==> config.mk <==
export PLATFORM = sky130hd
export DESIGN_NAME = bytecode_operand_decoder
export DESIGN_NICKNAME = d
export VERILOG_FILES = /design/src/bod_pkg.sv /design/src/bytecode_operand_decoder.sv /design/src/bod_front.sv /design/src/bod_queue.sv /design/src/bod_back.sv
export SDC_FILE = /design/constraint.sdc
export NUM_CORES = 1
export LEC_CHECK = 0
export BUFFER_PORTS_ARGS = -buffer_cell sky130_fd_sc_hd__buf_2
export CAP_MARGIN = 10
export CELL_PAD_IN_SITES_DETAIL_PLACEMENT = 0
export CELL_PAD_IN_SITES_GLOBAL_PLACEMENT = 1
export CORE_MARGIN = 4
export CORE_UTILIZATION = 50
export DETAILED_ROUTE_END_ITERATION = 7
export PLACE_DENSITY = 0.85
export RECOVER_POWER = 25
export SLEW_MARGIN = 10
export SYNTH_ARGS = -nofsm -noshare
export SYNTH_HDL_FRONTEND = slang
export SYNTH_SLANG_ARGS = --single-unit
export TNS_END_PERCENT = 10
==> constraint.sdc <==
create_clock -name clk -period 20.6 [get_ports clk]
set_input_delay 1.03 -clock clk [delete_from_list [all_inputs] [get_ports clk]]
set_output_delay 1.03 -clock clk [all_outputs]
set_load 0.1 [all_outputs]
==> src/bod_pkg.sv <==
// Shared types, constants and decode functions for the bytecode operand decoder.
// Used by bod_front, bod_queue, bod_back and bytecode_operand_decoder.
`default_nettype none

package bod_pkg;

  // Addressing modes (nibble values).
  localparam logic [3:0] MODE_NONE     = 4'd0;
  localparam logic [3:0] MODE_REG_S    = 4'd1;
  localparam logic [3:0] MODE_REG_AB   = 4'd2;
  localparam logic [3:0] MODE_REG_I    = 4'd3;
  localparam logic [3:0] MODE_REG_L    = 4'd4;
  localparam logic [3:0] MODE_IMM8     = 4'd5;
  localparam logic [3:0] MODE_IMM16    = 4'd6;
  localparam logic [3:0] MODE_IMM32    = 4'd7;
  localparam logic [3:0] MODE_STRING   = 4'd8;
  localparam logic [3:0] MODE_IDX_I    = 4'd9;
  localparam logic [3:0] MODE_IDX_R    = 4'd10;
  localparam logic [3:0] MODE_IDX_R_OI = 4'd11;
  localparam logic [3:0] MODE_IDX_I_LI = 4'd12;
  localparam logic [3:0] MODE_IDX_I_LR = 4'd13;
  localparam logic [3:0] MODE_IDX_R_LI = 4'd14;
  localparam logic [3:0] MODE_IDX_R_LR = 4'd15;

  // Result status codes.
  localparam logic [1:0] ST_OK    = 2'd0;
  localparam logic [1:0] ST_TRUNC = 2'd1;
  localparam logic [1:0] ST_OPERR = 2'd2;

  // Register types.
  localparam logic [2:0] REG_B = 3'd0;
  localparam logic [2:0] REG_I = 3'd1;
  localparam logic [2:0] REG_L = 3'd2;
  localparam logic [2:0] REG_S = 3'd3;
  localparam logic [2:0] REG_F = 3'd4;
  localparam logic [2:0] REG_A = 3'd5;

  // Register code range bounds.
  localparam logic [7:0] CODE_B_HI   = 8'h0F;
  localparam logic [7:0] CODE_I_HI   = 8'h17;
  localparam logic [7:0] CODE_L_HI   = 8'h1B;
  localparam logic [7:0] CODE_S_HI   = 8'h23;
  localparam logic [7:0] CODE_F_HI   = 8'h2B;
  localparam logic [7:0] CODE_S2_HI  = 8'h33;
  localparam logic [7:0] CODE_A_LO   = 8'h80;
  localparam logic [7:0] CODE_A_HI   = 8'h8F;
  localparam logic [7:0] CODE_I2_LO  = 8'h90;
  localparam logic [7:0] CODE_I2_HI  = 8'h97;
  localparam logic [7:0] CODE_L2_LO  = 8'h98;
  localparam logic [7:0] CODE_L2_HI  = 8'h9B;
  localparam logic [7:0] CODE_S_BASE = 8'h1C;
  localparam logic [7:0] CODE_F_BASE = 8'h24;  // also S8..S15 base (0x2C - 8)
  localparam logic [7:0] CODE_L2_BASE = 8'h94; // 0x98 - 4

  // Byte roles inside an operand.
  localparam logic [3:0] ROLE_NONE = 4'd0;
  localparam logic [3:0] ROLE_BASE = 4'd1;
  localparam logic [3:0] ROLE_RA   = 4'd2;
  localparam logic [3:0] ROLE_RB   = 4'd3;
  localparam logic [3:0] ROLE_VA0  = 4'd4;
  localparam logic [3:0] ROLE_VA1  = 4'd5;
  localparam logic [3:0] ROLE_VA2  = 4'd6;
  localparam logic [3:0] ROLE_VA3  = 4'd7;
  localparam logic [3:0] ROLE_VB0  = 4'd8;
  localparam logic [3:0] ROLE_VB1  = 4'd9;

  localparam int Q_DEPTH = 4;

  typedef struct packed {
    logic [3:0]  base_s;
    logic [2:0]  ra_type;
    logic [3:0]  ra_idx;
    logic [2:0]  rb_type;
    logic [3:0]  rb_idx;
    logic [15:0] value_b;
  } fields_t;

  typedef struct packed {
    logic        ok;
    logic [2:0]  rtype;
    logic [3:0]  idx;
  } reg_dec_t;

  typedef struct packed {
    logic [7:0]         opcode;
    logic               slot;
    logic [3:0]         addr_mode;
    logic [1:0]         status;
    logic [2:0]         reg_a_type;
    logic [3:0]         reg_a_index;
    logic [2:0]         reg_b_type;
    logic [3:0]         reg_b_index;
    logic [3:0]         base_s;
    logic signed [31:0] value_a;
    logic signed [15:0] value_b;
    logic [23:0]        end_offset;
  } result_t;

  // One queue entry: the results of one byte, one or two.
  typedef struct packed {
    logic    two;
    result_t first;
    result_t second;
  } pair_t;

  function automatic reg_dec_t decode_reg(input logic [7:0] c);
    reg_dec_t d;
    d = '0;
    d.ok = 1'b1;
    if (c <= CODE_B_HI) begin
      d.rtype = REG_B; d.idx = c[3:0];
    end else if (c <= CODE_I_HI) begin
      d.rtype = REG_I; d.idx = {1'b0, c[2:0]};
    end else if (c <= CODE_L_HI) begin
      d.rtype = REG_L; d.idx = {2'b00, c[1:0]};
    end else if (c <= CODE_S_HI) begin
      d.rtype = REG_S; d.idx = 4'(c - CODE_S_BASE);
    end else if (c <= CODE_F_HI) begin
      d.rtype = REG_F; d.idx = 4'(c - CODE_F_BASE);
    end else if (c <= CODE_S2_HI) begin
      d.rtype = REG_S; d.idx = 4'(c - CODE_F_BASE);
    end else if (c >= CODE_A_LO && c <= CODE_A_HI) begin
      d.rtype = REG_A; d.idx = c[3:0];
    end else if (c >= CODE_I2_LO && c <= CODE_I2_HI) begin
      d.rtype = REG_I; d.idx = {1'b1, c[2:0]};
    end else if (c >= CODE_L2_LO && c <= CODE_L2_HI) begin
      d.rtype = REG_L; d.idx = 4'(c - CODE_L2_BASE);
    end else begin
      d.ok = 1'b0;
    end
    return d;
  endfunction

  // Operand byte count for each mode.
  function automatic logic [2:0] op_len(input logic [3:0] m);
    logic [2:0] n;
    case (m)
      MODE_NONE:                              n = 3'd0;
      MODE_REG_S, MODE_REG_AB, MODE_REG_I,
      MODE_REG_L, MODE_IMM8:                  n = 3'd1;
      MODE_IMM16, MODE_STRING, MODE_IDX_R:    n = 3'd2;
      MODE_IDX_I, MODE_IDX_R_LR:              n = 3'd3;
      MODE_IMM32, MODE_IDX_R_OI,
      MODE_IDX_I_LR, MODE_IDX_R_LI:           n = 3'd4;
      MODE_IDX_I_LI:                          n = 3'd5;
      default:                                n = 3'd0;
    endcase
    return n;
  endfunction

  // Role of operand byte k in mode m.
  function automatic logic [3:0] op_role(input logic [3:0] m, input logic [2:0] k);
    logic [19:0] r;  // byte 0 in [19:16] ... byte 4 in [3:0]
    logic [3:0]  sel;
    r = '0;
    case (m)
      MODE_REG_S, MODE_REG_AB, MODE_REG_I, MODE_REG_L:
        r = {ROLE_RA, 16'h0};
      MODE_IMM8:     r = {ROLE_VA0, 16'h0};
      MODE_IMM16, MODE_STRING:
        r = {ROLE_VA0, ROLE_VA1, 12'h0};
      MODE_IMM32:    r = {ROLE_VA0, ROLE_VA1, ROLE_VA2, ROLE_VA3, ROLE_NONE};
      MODE_IDX_I:    r = {ROLE_BASE, ROLE_VA0, ROLE_VA1, 8'h0};
      MODE_IDX_R:    r = {ROLE_BASE, ROLE_RA, 12'h0};
      MODE_IDX_R_OI, MODE_IDX_R_LI:
        r = {ROLE_BASE, ROLE_RA, ROLE_VB0, ROLE_VB1, ROLE_NONE};
      MODE_IDX_I_LI: r = {ROLE_BASE, ROLE_VA0, ROLE_VA1, ROLE_VB0, ROLE_VB1};
      MODE_IDX_I_LR: r = {ROLE_BASE, ROLE_VA0, ROLE_VA1, ROLE_RB, ROLE_NONE};
      MODE_IDX_R_LR: r = {ROLE_BASE, ROLE_RA, ROLE_RB, 8'h0};
      default:       r = '0;
    endcase
    case (k)
      3'd0:    sel = r[19:16];
      3'd1:    sel = r[15:12];
      3'd2:    sel = r[11:8];
      3'd3:    sel = r[7:4];
      3'd4:    sel = r[3:0];
      default: sel = ROLE_NONE;
    endcase
    return sel;
  endfunction

  function automatic logic [31:0] value_a_of(input logic [3:0] m, input logic [31:0] w);
    logic [31:0] v;
    case (m)
      MODE_IMM8:  v = {{24{w[7]}}, w[7:0]};
      MODE_IMM16, MODE_IDX_I, MODE_IDX_I_LI, MODE_IDX_I_LR:
                  v = {{16{w[15]}}, w[15:0]};
      MODE_IMM32: v = w;
      MODE_STRING: v = {16'h0, w[15:0]};
      default:    v = '0;
    endcase
    return v;
  endfunction

  function automatic result_t make_result(
    input logic [7:0]  opc,
    input logic        sl,
    input logic [3:0]  md,
    input logic [1:0]  st,
    input fields_t     pf,
    input logic [31:0] gw,
    input logic [23:0] endo
  );
    result_t r;
    r = '0;
    r.opcode     = opc;
    r.status     = st;
    r.end_offset = endo;
    if (st != ST_TRUNC) begin
      r.slot      = sl;
      r.addr_mode = md;
    end
    if (st == ST_OK) begin
      r.reg_a_type  = pf.ra_type;
      r.reg_a_index = pf.ra_idx;
      r.reg_b_type  = pf.rb_type;
      r.reg_b_index = pf.rb_idx;
      r.base_s      = pf.base_s;
      r.value_a     = value_a_of(md, gw);
      r.value_b     = pf.value_b;
    end
    return r;
  endfunction

endpackage

`default_nettype wire

==> src/bytecode_operand_decoder.sv <==
// Top level of the bytecode operand decoder: parser front end, result queue,
// output stage. Depends on bod_pkg, bod_front, bod_queue and bod_back.
`default_nettype none

// The decoder takes a bytecode buffer one byte per transfer on the byte
// channel and returns one result per finished operand on the result
// channel. Each instruction is an opcode byte, a mode byte (high nibble
// operand 0, low nibble operand 1) and the operand bytes; strings are
// skipped by their length prefix. Bad registers, a non-S base or a buffer
// that ends early give an error result, and bytes are then dropped until
// the next byte with start_req. Throughput is one byte per cycle while
// byte_stall is low: the parser pushes the one or two results of a byte,
// if it finishes any, as one entry into a four-entry queue. The output
// stage drains one result per cycle while result_stall is low, so a byte
// that finishes two operands takes two output transfers; byte_stall rises
// only when the queue is full. A result passes through the queue and then
// the output register. OFFSET_BITS sets the width of the position counter,
// which wraps; end_offset shows its low 24 bits.

module bytecode_operand_decoder #(
  parameter int OFFSET_BITS = 24
) (
  input  wire logic               clk,
  input  wire logic               rst,
  // byte channel
  input  wire logic               byte_valid,
  output logic                    byte_stall,
  input  wire logic [7:0]         code_byte,
  input  wire logic               start_req,
  input  wire logic               last,
  // result channel
  output logic                    result_valid,
  input  wire logic               result_stall,
  output logic [7:0]              opcode,
  output logic                    slot,
  output logic [3:0]              addr_mode,
  output logic [1:0]              status,
  output logic [2:0]              reg_a_type,
  output logic [3:0]              reg_a_index,
  output logic [2:0]              reg_b_type,
  output logic [3:0]              reg_b_index,
  output logic [3:0]              base_s,
  output logic signed [31:0]      value_a,
  output logic signed [15:0]      value_b,
  output logic [23:0]             end_offset
);

  logic             q_full;
  logic             q_not_empty;
  logic             push;
  logic             pop;
  bod_pkg::pair_t   push_data;
  bod_pkg::pair_t   head;
  bod_pkg::result_t result;

  // stall depends on queue occupancy only
  assign byte_stall = q_full;

  bod_front #(
    .OFFSET_BITS (OFFSET_BITS)
  ) u_front (
    .clk        (clk),
    .rst        (rst),
    .byte_valid (byte_valid),
    .code_byte  (code_byte),
    .start_req  (start_req),
    .last       (last),
    .q_full     (q_full),
    .push       (push),
    .push_data  (push_data)
  );

  bod_queue u_queue (
    .clk       (clk),
    .rst       (rst),
    .push      (push),
    .push_data (push_data),
    .pop       (pop),
    .full      (q_full),
    .not_empty (q_not_empty),
    .head      (head)
  );

  bod_back u_back (
    .clk          (clk),
    .rst          (rst),
    .not_empty    (q_not_empty),
    .head         (head),
    .pop          (pop),
    .result_stall (result_stall),
    .result_valid (result_valid),
    .result       (result)
  );

  // fields of the output register
  assign opcode      = result.opcode;
  assign slot        = result.slot;
  assign addr_mode   = result.addr_mode;
  assign status      = result.status;
  assign reg_a_type  = result.reg_a_type;
  assign reg_a_index = result.reg_a_index;
  assign reg_b_type  = result.reg_b_type;
  assign reg_b_index = result.reg_b_index;
  assign base_s      = result.base_s;
  assign value_a     = result.value_a;
  assign value_b     = result.value_b;
  assign end_offset  = result.end_offset;

endmodule

`default_nettype wire

==> src/bod_front.sv <==
// Front end: byte parser. Takes one byte per transfer and builds the 0..2
// results it finishes as one queue entry. Depends on bod_pkg.
`default_nettype none

module bod_front #(
  parameter int OFFSET_BITS = 24
) (
  input  wire logic          clk,
  input  wire logic          rst,
  input  wire logic          byte_valid,
  input  wire logic [7:0]    code_byte,
  input  wire logic          start_req,
  input  wire logic          last,
  input  wire logic          q_full,
  output logic               push,
  output bod_pkg::pair_t     push_data
);

  typedef enum logic [1:0] {PH_OPCODE, PH_MODE, PH_OPER, PH_SKIP} phase_t;

  phase_t                 phase, phase_next;
  logic [2:0]             oper_k, oper_k_next;
  logic [OFFSET_BITS-1:0] byte_position, byte_position_next;
  logic [7:0]             held_opcode, held_opcode_next;
  logic [3:0]             second_mode, second_mode_next;
  logic                   current_slot, current_slot_next;
  logic [3:0]             current_mode, current_mode_next;
  logic [31:0]            gather_word, gather_word_next;
  logic [15:0]            bytes_remaining, bytes_remaining_next;
  bod_pkg::fields_t       partial, partial_next;
  logic                   dropping, dropping_next;

  logic                   accept;
  logic [1:0]             n;
  bod_pkg::result_t       res [2];
  logic [23:0]            endo;
  logic                   skip_all;
  logic                   errored;
  logic                   do_close;
  logic                   ok;
  logic [3:0]             role;
  bod_pkg::reg_dec_t      dec;

  assign accept = byte_valid && !q_full;

  always_comb begin
    phase_next           = phase;
    oper_k_next          = oper_k;
    held_opcode_next     = held_opcode;
    second_mode_next     = second_mode;
    current_slot_next    = current_slot;
    current_mode_next    = current_mode;
    gather_word_next     = gather_word;
    bytes_remaining_next = bytes_remaining;
    partial_next         = partial;
    dropping_next        = dropping;
    byte_position_next   = byte_position + OFFSET_BITS'(1);

    // start of a new buffer: parser back to reset before the byte is used
    if (start_req) begin
      phase_next           = PH_OPCODE;
      oper_k_next          = '0;
      held_opcode_next     = '0;
      second_mode_next     = '0;
      current_slot_next    = 1'b0;
      current_mode_next    = '0;
      gather_word_next     = '0;
      bytes_remaining_next = '0;
      partial_next         = '0;
      dropping_next        = 1'b0;
      byte_position_next   = OFFSET_BITS'(1);
    end

    endo     = 24'(byte_position_next);
    skip_all = dropping_next;
    n        = '0;
    res[0]   = '0;
    res[1]   = '0;
    errored  = 1'b0;
    do_close = 1'b0;
    ok       = 1'b1;
    role     = bod_pkg::ROLE_NONE;
    dec      = bod_pkg::decode_reg(code_byte);

    if (!skip_all) begin
      case (phase_next)
        PH_OPCODE: begin
          held_opcode_next  = code_byte;
          current_slot_next = 1'b0;
          current_mode_next = '0;
          phase_next        = PH_MODE;
        end
        PH_MODE: begin
          current_mode_next    = code_byte[7:4];
          second_mode_next     = code_byte[3:0];
          current_slot_next    = 1'b0;
          partial_next         = '0;
          gather_word_next     = '0;
          bytes_remaining_next = '0;
          oper_k_next          = '0;
          if (bod_pkg::op_len(current_mode_next) != 3'd0) begin
            phase_next = PH_OPER;
          end else begin
            res[n[0]] = bod_pkg::make_result(held_opcode_next, 1'b0, current_mode_next,
                          bod_pkg::ST_OK, partial_next, gather_word_next, endo);
            n = n + 2'd1;
            current_slot_next = 1'b1;
            current_mode_next = second_mode_next;
            if (bod_pkg::op_len(current_mode_next) != 3'd0) begin
              phase_next = PH_OPER;
            end else begin
              res[n[0]] = bod_pkg::make_result(held_opcode_next, 1'b1, current_mode_next,
                            bod_pkg::ST_OK, partial_next, gather_word_next, endo);
              n = n + 2'd1;
              phase_next = PH_OPCODE;
            end
          end
        end
        PH_SKIP: begin
          if (bytes_remaining_next != 16'd0) begin
            bytes_remaining_next = bytes_remaining_next - 16'd1;
          end
          if (bytes_remaining_next == 16'd0) begin
            do_close = 1'b1;
          end
        end
        PH_OPER: begin
          role = bod_pkg::op_role(current_mode_next, oper_k_next);
          case (role)
            bod_pkg::ROLE_BASE: begin
              ok = dec.ok && (dec.rtype == bod_pkg::REG_S);
              partial_next.base_s = dec.idx;
            end
            bod_pkg::ROLE_RA: begin
              ok = dec.ok;
              partial_next.ra_type = dec.rtype;
              partial_next.ra_idx  = dec.idx;
            end
            bod_pkg::ROLE_RB: begin
              ok = dec.ok;
              partial_next.rb_type = dec.rtype;
              partial_next.rb_idx  = dec.idx;
            end
            bod_pkg::ROLE_VA0: gather_word_next[7:0]   = code_byte;
            bod_pkg::ROLE_VA1: gather_word_next[15:8]  = code_byte;
            bod_pkg::ROLE_VA2: gather_word_next[23:16] = code_byte;
            bod_pkg::ROLE_VA3: gather_word_next[31:24] = code_byte;
            bod_pkg::ROLE_VB0: partial_next.value_b[7:0]  = code_byte;
            bod_pkg::ROLE_VB1: partial_next.value_b[15:8] = code_byte;
            default: ;
          endcase
          if (!ok) begin
            res[n[0]] = bod_pkg::make_result(held_opcode_next, current_slot_next,
                          current_mode_next, bod_pkg::ST_OPERR, partial_next,
                          gather_word_next, endo);
            n = n + 2'd1;
            errored       = 1'b1;
            dropping_next = 1'b1;
            phase_next    = PH_OPCODE;
          end else if (({1'b0, oper_k_next} + 4'd1) >=
                       {1'b0, bod_pkg::op_len(current_mode_next)}) begin
            // string with nonzero length: skip its body
            if (current_mode_next == bod_pkg::MODE_STRING &&
                gather_word_next[15:0] != 16'd0) begin
              bytes_remaining_next = gather_word_next[15:0];
              phase_next           = PH_SKIP;
            end else begin
              do_close = 1'b1;
            end
          end else begin
            oper_k_next = oper_k_next + 3'd1;
          end
        end
        default: ;
      endcase

      if (do_close) begin
        res[n[0]] = bod_pkg::make_result(held_opcode_next, current_slot_next,
                      current_mode_next, bod_pkg::ST_OK, partial_next,
                      gather_word_next, endo);
        n = n + 2'd1;
        if (current_slot_next) begin
          phase_next = PH_OPCODE;
        end else begin
          current_slot_next    = 1'b1;
          current_mode_next    = second_mode_next;
          partial_next         = '0;
          gather_word_next     = '0;
          bytes_remaining_next = '0;
          oper_k_next          = '0;
          if (bod_pkg::op_len(current_mode_next) != 3'd0) begin
            phase_next = PH_OPER;
          end else begin
            res[n[0]] = bod_pkg::make_result(held_opcode_next, 1'b1, current_mode_next,
                          bod_pkg::ST_OK, partial_next, gather_word_next, endo);
            n = n + 2'd1;
            phase_next = PH_OPCODE;
          end
        end
      end

      // end of buffer with an instruction still open
      if (last) begin
        if (!errored && phase_next != PH_OPCODE) begin
          res[n[0]] = bod_pkg::make_result(held_opcode_next, current_slot_next,
                        current_mode_next,
                        (phase_next == PH_MODE) ? bod_pkg::ST_TRUNC : bod_pkg::ST_OPERR,
                        partial_next, gather_word_next, endo);
          n = n + 2'd1;
        end
        dropping_next = 1'b1;
        phase_next    = PH_OPCODE;
      end
    end
  end

  assign push             = accept && (n != 2'd0);
  assign push_data.two    = n[1];
  assign push_data.first  = res[0];
  assign push_data.second = res[1];

  always_ff @(posedge clk) begin
    if (rst) begin
      phase           <= PH_OPCODE;
      oper_k          <= '0;
      byte_position   <= '0;
      held_opcode     <= '0;
      second_mode     <= '0;
      current_slot    <= 1'b0;
      current_mode    <= '0;
      gather_word     <= '0;
      bytes_remaining <= '0;
      partial         <= '0;
      dropping        <= 1'b0;
    end else if (accept) begin
      phase           <= phase_next;
      oper_k          <= oper_k_next;
      byte_position   <= byte_position_next;
      held_opcode     <= held_opcode_next;
      second_mode     <= second_mode_next;
      current_slot    <= current_slot_next;
      current_mode    <= current_mode_next;
      gather_word     <= gather_word_next;
      bytes_remaining <= bytes_remaining_next;
      partial         <= partial_next;
      dropping        <= dropping_next;
    end
  end

endmodule

`default_nettype wire

==> src/bod_queue.sv <==
// Small FIFO of result pairs between the parser and the output stage.
// Depends on bod_pkg.
`default_nettype none

module bod_queue (
  input  wire logic            clk,
  input  wire logic            rst,
  input  wire logic            push,
  input  wire bod_pkg::pair_t  push_data,
  input  wire logic            pop,
  output logic                 full,
  output logic                 not_empty,
  output bod_pkg::pair_t       head
);

  localparam int PW = $clog2(bod_pkg::Q_DEPTH);

  bod_pkg::pair_t mem [bod_pkg::Q_DEPTH];
  logic [PW-1:0]  wr_ptr, rd_ptr;
  logic [PW:0]    count;

  assign full      = (count == (PW+1)'(bod_pkg::Q_DEPTH));
  assign not_empty = (count != '0);
  assign head      = mem[rd_ptr];

  always_ff @(posedge clk) begin
    if (push) begin
      mem[wr_ptr] <= push_data;
    end
  end

  always_ff @(posedge clk) begin
    if (rst) begin
      wr_ptr <= '0;
      rd_ptr <= '0;
      count  <= '0;
    end else begin
      if (push) wr_ptr <= wr_ptr + PW'(1);
      if (pop)  rd_ptr <= rd_ptr + PW'(1);
      case ({push, pop})
        2'b10:   count <= count + (PW+1)'(1);
        2'b01:   count <= count - (PW+1)'(1);
        default: count <= count;
      endcase
    end
  end

endmodule

`default_nettype wire

==> src/bod_back.sv <==
// Back end: output register. Sends the one or two results of each queue
// entry, one transfer per cycle while result_stall is low. Depends on bod_pkg.
`default_nettype none

module bod_back (
  input  wire logic            clk,
  input  wire logic            rst,
  input  wire logic            not_empty,
  input  wire bod_pkg::pair_t  head,
  output logic                 pop,
  input  wire logic            result_stall,
  output logic                 result_valid,
  output bod_pkg::result_t     result
);

  logic sel;   // 1: first result of the head entry already sent
  logic load;

  assign load = not_empty && (!result_valid || !result_stall);
  assign pop  = load && (sel || !head.two);

  always_ff @(posedge clk) begin
    if (rst) begin
      result_valid <= 1'b0;
      sel          <= 1'b0;
    end else if (load) begin
      result_valid <= 1'b1;
      sel          <= !(sel || !head.two);
    end else if (!result_stall) begin
      result_valid <= 1'b0;
    end
  end

  always_ff @(posedge clk) begin
    if (load) begin
      result <= sel ? head.second : head.first;
    end
  end

endmodule

`default_nettype wire
* After elaboration in Yosys (flattened, before gate mapping)
Memories as Yosys holds them, arrays and structs flattened. A register that Yosys moved wholly into a read port is not among the register bits.
Cells that the tools add are included.
W data, S select, Z words.
** Word-level totals
- Flip-flop bits (word level) :: 243
- Bits in latches :: 0
- Memory bits (writable) :: 844
- ROM bits :: 448
- Input bits :: 14
- Output and inout port bits :: 107
- Word-level logic and storage cells :: 340
- Memories kept :: 6
** Memory list
- u_queue.mem :: depth 4, bits a word 211, read ports 1, clocked after Yosys merged registers in 1, wr ports 1, line bod_queue.sv:18 : bod_pkg::pair_t mem [bod_pkg::Q_DEPTH];
- (name not given) :: depth 16, bits a word 16, read ports 1, clocked after Yosys merged registers in 0, wr ports 0, line bod_pkg.sv:156 : case (m)
- (name not given) :: depth 16, bits a word 3, read ports 1, clocked after Yosys merged registers in 0, wr ports 0, line bod_pkg.sv:137 : case (m)
- (name not given) :: depth 16, bits a word 3, read ports 1, clocked after Yosys merged registers in 0, wr ports 0, line bod_pkg.sv:137
- (name not given) :: depth 16, bits a word 3, read ports 1, clocked after Yosys merged registers in 0, wr ports 0, line bod_pkg.sv:137
- (name not given) :: depth 16, bits a word 3, read ports 1, clocked after Yosys merged registers in 0, wr ports 0, line bod_pkg.sv:137
** Cells by class
- $add $sub $neg :: 14
- $mul :: 0
- Divide/modulo/power cells :: 0
- Order comparisons :: 19
- Eq/ne operators :: 38
- Shift operators :: 0
- Mux-type cells :: 190
- Bitwise gates (word level) :: 3
- Reductions and logical operators :: 37
** Operators with widths (count)
- $mux W210 :: 8
- $mux W105 :: 9
- $mux W66 :: 10
- $bwmux W210 :: 3
- $demux W105 S1 :: 3
- $pmux W32 S4 :: 2
- $pmux W105 S2 :: 1
- $mux W16 :: 10
- $mux W34 :: 4
- $mux W32 :: 4
- $mux W8 :: 14
- $mux W7 :: 10
- $pmux W34 S2 :: 1
- $pmux W32 S2 :: 1
- $mux W4 :: 14
- $mux W3 :: 17
- $mux W2 :: 25
- $mux W5 :: 10
- $pmux W16 S3 :: 1
- $eq A4 B4 Y1 const B :: 11
- $eq A4 B3 Y1 const B :: 10
- $mux W1 :: 32
- $reduce_bool A16 Y1 :: 2
- $add A24 B1 Y24 const B :: 1
- 42 further kinds :: 98

* Logic depth before layout (Yosys ltp)
- Depth after elaboration :: 42
- Mapped depth :: 28
- Gate-level depth less buffers :: 25

* Cells and area by module
Synthesis repeated with hierarchy kept, for this count alone.
** Unflattened totals
- Cell total of the unflattened synthesis :: 3051
- Area, all modules :: 46789.9 um2
** Modules (own cells, without submodules)
- bod_queue :: times used 1, cells an instance 1145, area each 31079.8 um2
- bod_front :: times used 1, cells an instance 1674, area each 11204.5 um2
- bod_back :: times used 1, cells an instance 232, area each 4505.6 um2

* Worst setup path after synthesis
Ideal clock, no wire load.
- Path type :: input to register
- Start point :: input start_req
- End point :: memory u_queue.mem[0][0] (netlist bit), enable pin
- Library setup time :: 0.598 ns
- Arrival time :: 10.059 ns
- Required time :: 20.002 ns
- Path slack :: 9.944 ns
- Stages :: 20
- Buffers on the path :: 7
- Path through :: buf_4 -> inv_1 -> clkbuf_1 -> clkbuf_1 -> buf_1 -> clkbuf_1 -> clkbuf_1 -> o221ai_1 -> ha_1 -> nand2b_1 -> a21oi_1 -> o21ai_0 -> a32oi_1 -> and4b_4 -> o21ai_4 -> buf_6 -> a21oi_2 -> or2_1 -> a221oi_4 -> and2_1
** Between the ends
- Word-level cells in the longest chain between the ends :: 27
** Ends and longest elaborated chain
- start: declaration :: line bytecode_operand_decoder.sv:29 : input wire logic start_req,
- $mux W4 / $mux W3 (equally long branches) :: line bod_front.sv:60 : if (start_req) begin
- $mem_v2 Z16 W16, or another cell as far along
- $pmux W4 S5 :: line bod_pkg.sv:172 : case (k)
- $mux W4 :: line bod_front.sv:86 : case (phase_next)
- $mux W4 :: line bod_front.sv:85 : if (!skip_all) begin
- $eq A4 B2 Y1 / $eq A4 B3 Y1 (equally long branches) :: line bod_front.sv:129 : case (role)
- $reduce_or A2 Y1 (no source line) / $mux W8 (equally long branches)
- $pmux W1 S2 / $mux W8 (equally long branches) :: line bod_front.sv:129, bod_front.sv:86
- [... 11 more ...]
- $add A2 B1 Y2 / $logic_and A1 B1 Y1 (equally long branches) :: line bod_front.sv:209, bod_front.sv:204
- $mux W2 :: line bod_front.sv:204 : if (!errored && phase_next != PH_OPCODE) begin
- $mux W2 :: line bod_front.sv:203 : if (last) begin
- $mux W2 (*) :: line bod_front.sv:85
- $reduce_bool A2 Y1 (*) :: line bod_front.sv:217 : assign push = accept && (n != 2'd0);
- $logic_and A1 B1 Y1 (*) :: line bod_front.sv:217
- $mux W1 (*) :: line bod_queue.sv:27 : if (push) begin
- $mux W1 (not written as such) (*) :: line bod_queue.sv:28 : mem[wr_ptr] <= push_data;
- end: declaration :: line bod_queue.sv:18
Every way passes the cells marked *; elsewhere a longest branch is shown, timed or not. The select of a mux whose other input is x is not followed.

* Worst setup path after layout
- Start point :: input start_req
- End point :: memory u_queue.mem[1][151] (netlist bit), enable pin
The elaborated chain is that of the path after synthesis.

==> summary.md <==
| Metric | Value |
|---|---|
| Hold-fix buffers, CTS | 0 |
| CP peak stage delay | 2630 ps |
| Pins Over Slew Limit | 658 |
| Synth unique cells | 100 |
| Yosys Warn Count | 0 |
| Min Tclk post-route | 12920 ps |
| Rel. slew slack | -157% |
| Tightest Hold Check Type | flip-flop to flip-flop |
| CTS max path bufs | 3 |
| Highest Clock Rate | 0.0774 GHz |
| Setup violators final | 0 |
| Fin nets | 3575 |
| Clock-pin transition on the worst setup and hold timing paths | 70 ps |
| Layout cell share with drive strength beyond 1 | 13.5% |
| Worst-path cell chain | clkbuf_1 > clkbuf_1 > clkbuf_1 > nor2b_1 > a21oi_1 > o221ai_1 > ha_1 > nand2b_1 > a21oi_1 > o21a_1 > a211oi_1 > a32oi_1 > and4b_4 > o21ai_0 > o211a_1 > nor2_1 > a221oi_4 > and2_4 > buf_4 > buf_4 |
| Ports | 121 |
| Worst endpoint required time | 20890 ps |
| Post-CTS setup buffer count | 0 |
| Clock Latency Late Sink | 690 ps |
| HPWL Detailed | 70.1 mm |
| Total grt overflow | 0 |
| TNS Setup | 0 ps |
| PostCTS Resize Cnt | 0 |
| Ranking of synthesized cells by area | edfxtp_1, mux4_2, dfxtp_1 |
| Reg2reg setup slack | 9820 ps |
| Final clock skew | 29.8 ps |
| Syn avg cell area | 13.7 um^2 |
| Failing checks | max-capacitance violations, max-slew violations |
| Crit path kind | input port to flip-flop |
| Critical path capture point type | flip-flop |
| Hold Path End | u_front.phase[0]$_SDFFE_PP0P_ |
| DRC | 0 |
| Fraction of registers with async set/reset | 0% |
| Die Span Y | 316 um |
| Antenna violations before repair | 3 |
| Worst path arrival time | 13200 ps |
| PwrDens | 123 mW/mm^2 |
| Area Growth Syn to Fin | 11.0% |
| CP Launch Type | input port |
| Initial core utilization | 50.7% |
| Synth top area share | 60.0% |
| CTS tree | yes |
| Fillers | 7289 |
| Worst slew pin tran | 3860 ps |
| Worst vdd ir | 0.000105 V |
| Synth Instances | 3463 |
| Wirelength per Cell | 24.2 um |
| Vias in the first global route | 29100 |
| CP max-delay cell | o21ai_0 |
| Syn Std Cell Area | 0.0475 mm^2 |
| Crit-path most repeated cell | clkbuf_1 |
| Status | finished, violations left |
| GP Congestion | 0.977 |
| GRT Resource Usage Total | 23.4% |
| Die area | 0.100 mm^2 |
| Hold Crit Start | u_front.phase[0]$_SDFFE_PP0P_ |
| Num CTS Buffers | 107 |
| R2r worst-path depth | 6 |
| Static Leakage | 16.7 nW |
| Core Area | 0.0937 mm^2 |
| First-pass detailed-route iteration total | 8 |
| Hold slack | 462 ps |
| Cell taking the most area after synthesis | edfxtp_1 |
| H-tree Lvls | 3 |
| Remaining antenna violation count after routing | 0 |
| Synth Flop Type | edfxtp_1 |
| Register area share after synthesis | 65.9% |
| Final Hold Fails | 0 |
| Num Clock Sinks | 1089 |
| Clock Tree Root | clkbuf_16 |
| Worst Hold Depth | 2 |
| Vias | 29800 |
| 1st-iter DRT viols | 3480 |
| PortBufs | 120 |
| Synth Register Bits | 1089 |
| Max-cap violation count | 14 |
| Final worst path period share | 62.7% |
| Net Count, Synth | 3524 |
| Largest net degree at the start of global routing | 81 |
| Vias per inst | 6.14 |
| Unrepaired setup endpoints after global routing | no |
| Routed WL | 117 mm |
| Row Count | 112 |
| First-pass GRT wire length | 179 mm |
| CP max FO | 63 |
| Chip Width | 316 um |
| Worst r2r dst | u_back.result[101]$_DFFE_PP_ |
| Number of synthesized flops with an enable pin | 949 |
## cells in the final DEF (no fill, tap or decap), drive strengths merged, types with 12 or more instances in the layout
cell	Yosys	routed
edfxtp	949	949
mux4	211	211
nor2	344	344
or3	13	13
dfxtp	140	140
a211oi	15	15
nor2b	45	45
buf	71	55
a32o	12	12
o22ai	34	34
nand2b	18	18
a311oi	19	19
o21ai	100	100
nand2	539	539
o21a	14	14
nor3	73	73
inv	51	54
nand3	76	76
a22oi	51	51
xnor2	14	14
a22o	17	17
clkinv	2	38
and2	17	17
and3	14	14
ha	46	46
a21oi	169	169
a32oi	17	17
bufinv	0	17
clkbuf	162	260
mux2i	12	12
o31ai	14	14
a21o	12	12
xor2	17	17
a2bb2oi	14	14
or4	12	12
o211ai	18	18
## worst max path at each step
stage | from | endpoint
2_1_floorplan | start_req | u_queue.mem[0][0]$_DFFE_PP_
3_3_place_gp | start_req | u_queue.mem[1][48]$_DFFE_PP_
3_5_place_dp | start_req | u_queue.mem[1][54]$_DFFE_PP_
4_1_cts | start_req | u_queue.mem[1][54]$_DFFE_PP_
5_1_grt | start_req | u_queue.mem[1][49]$_DFFE_PP_
6_report | start_req | u_queue.mem[1][151]$_DFFE_PP_
## metal layers
| metal | GRT usage [%] | vias up | part of all wire (%) |
|---|---|---|---|
| li1 | - | 13300 | - |
| met1 | 32.7 | 15000 | 41 |
| met2 | 38.0 | 1325 | 49 |
| met3 | 4.02 | 217 | 7.7 |
| met4 | 7.26 | 4 | 2.8 |
| met5 | 0 | - | 0.019 |
## per-stage QoR
step                      instance area (um^2)  util (%)  setup slack (ps)  total power, mW  std cells
after floorplan                          47500         -              9940             4.16       3463
after global placement                   49200      52.5             11730             4.48       4659
after detailed placement                 49200      52.5             11650             4.50       4659
after CTS                                52900      56.4             12320             6.54       4861
after global routing                     52700      56.2              6700             6.72       4861
final                                    52700      56.2              7680             6.48       4862
## synth_stat cells, types with 18 or more instances
library cell	instances
nand2_1	539
nor3_1	73
edfxtp_1	949
nand3_1	75
buf_1	45
inv_1	49
o22ai_1	34
mux4_2	211
dfxtp_1	140
a22oi_1	50
ha_1	46
o21ai_0	89
nor2b_1	45
a311oi_1	19
a21oi_1	167
nand2b_1	18
nor2_1	344
clkbuf_1	162
## worst max-delay path: cells and delay by family
kind,cells,cell delay [ps]
AND/OR/NAND/NOR,5,1530
AO/OA/AOI/OAI,9,4970
buffers and inverters,5,5060
adder cells (fa/ha/maj),1,430
## logic make-up after synthesis
kind of cell    synth area share (%)
compound gates                  8.62
xor+xnor                       0.572
fa+ha+maj                       1.25
buf+inv                         2.42
flops                           65.9
mux                             10.4
simple gates                    10.8
## final cells by class
type                    count  area [um^2]  share of cell area, %
clock buffers             140         2880                   5.47
repair buffers            175          836                   1.59
well taps                1254         1570                   2.98
multi-input cells        2088        15100                   28.6
flip-flops and latches   1089        31300                   59.4
inverters                  53          203                  0.385
clock inverters            62          831                   1.58
diodes                      1         2.50                0.00475
## state kept, by name, indices dropped and copies added (netlist names), 2 cells and up, named ones only
| register | flops |
|---|---|
| u_front.byte_position | 24 |
| u_front.phase | 2 |
| u_front.partial | 34 |
| u_front.current_mode | 4 |
| u_front.second_mode | 4 |
| u_queue.wr_ptr | 2 |
| u_queue.rd_ptr | 2 |
| u_front.bytes_remaining | 16 |
| u_back.result | 105 |
| u_queue.count | 3 |
| u_front.oper_k | 3 |
| u_front.gather_word | 32 |
| u_queue.mem | 844 |
| u_front.held_opcode | 8 |
## power by group
part	internal, mW	switching [mW]	total [mW]
clock	1.21	0.837	2.04
sequential	2.67	0.0681	2.73
combinational	0.319	1.39	1.70
total	4.19	2.29	6.48
(Power assumes the default switching activity.)
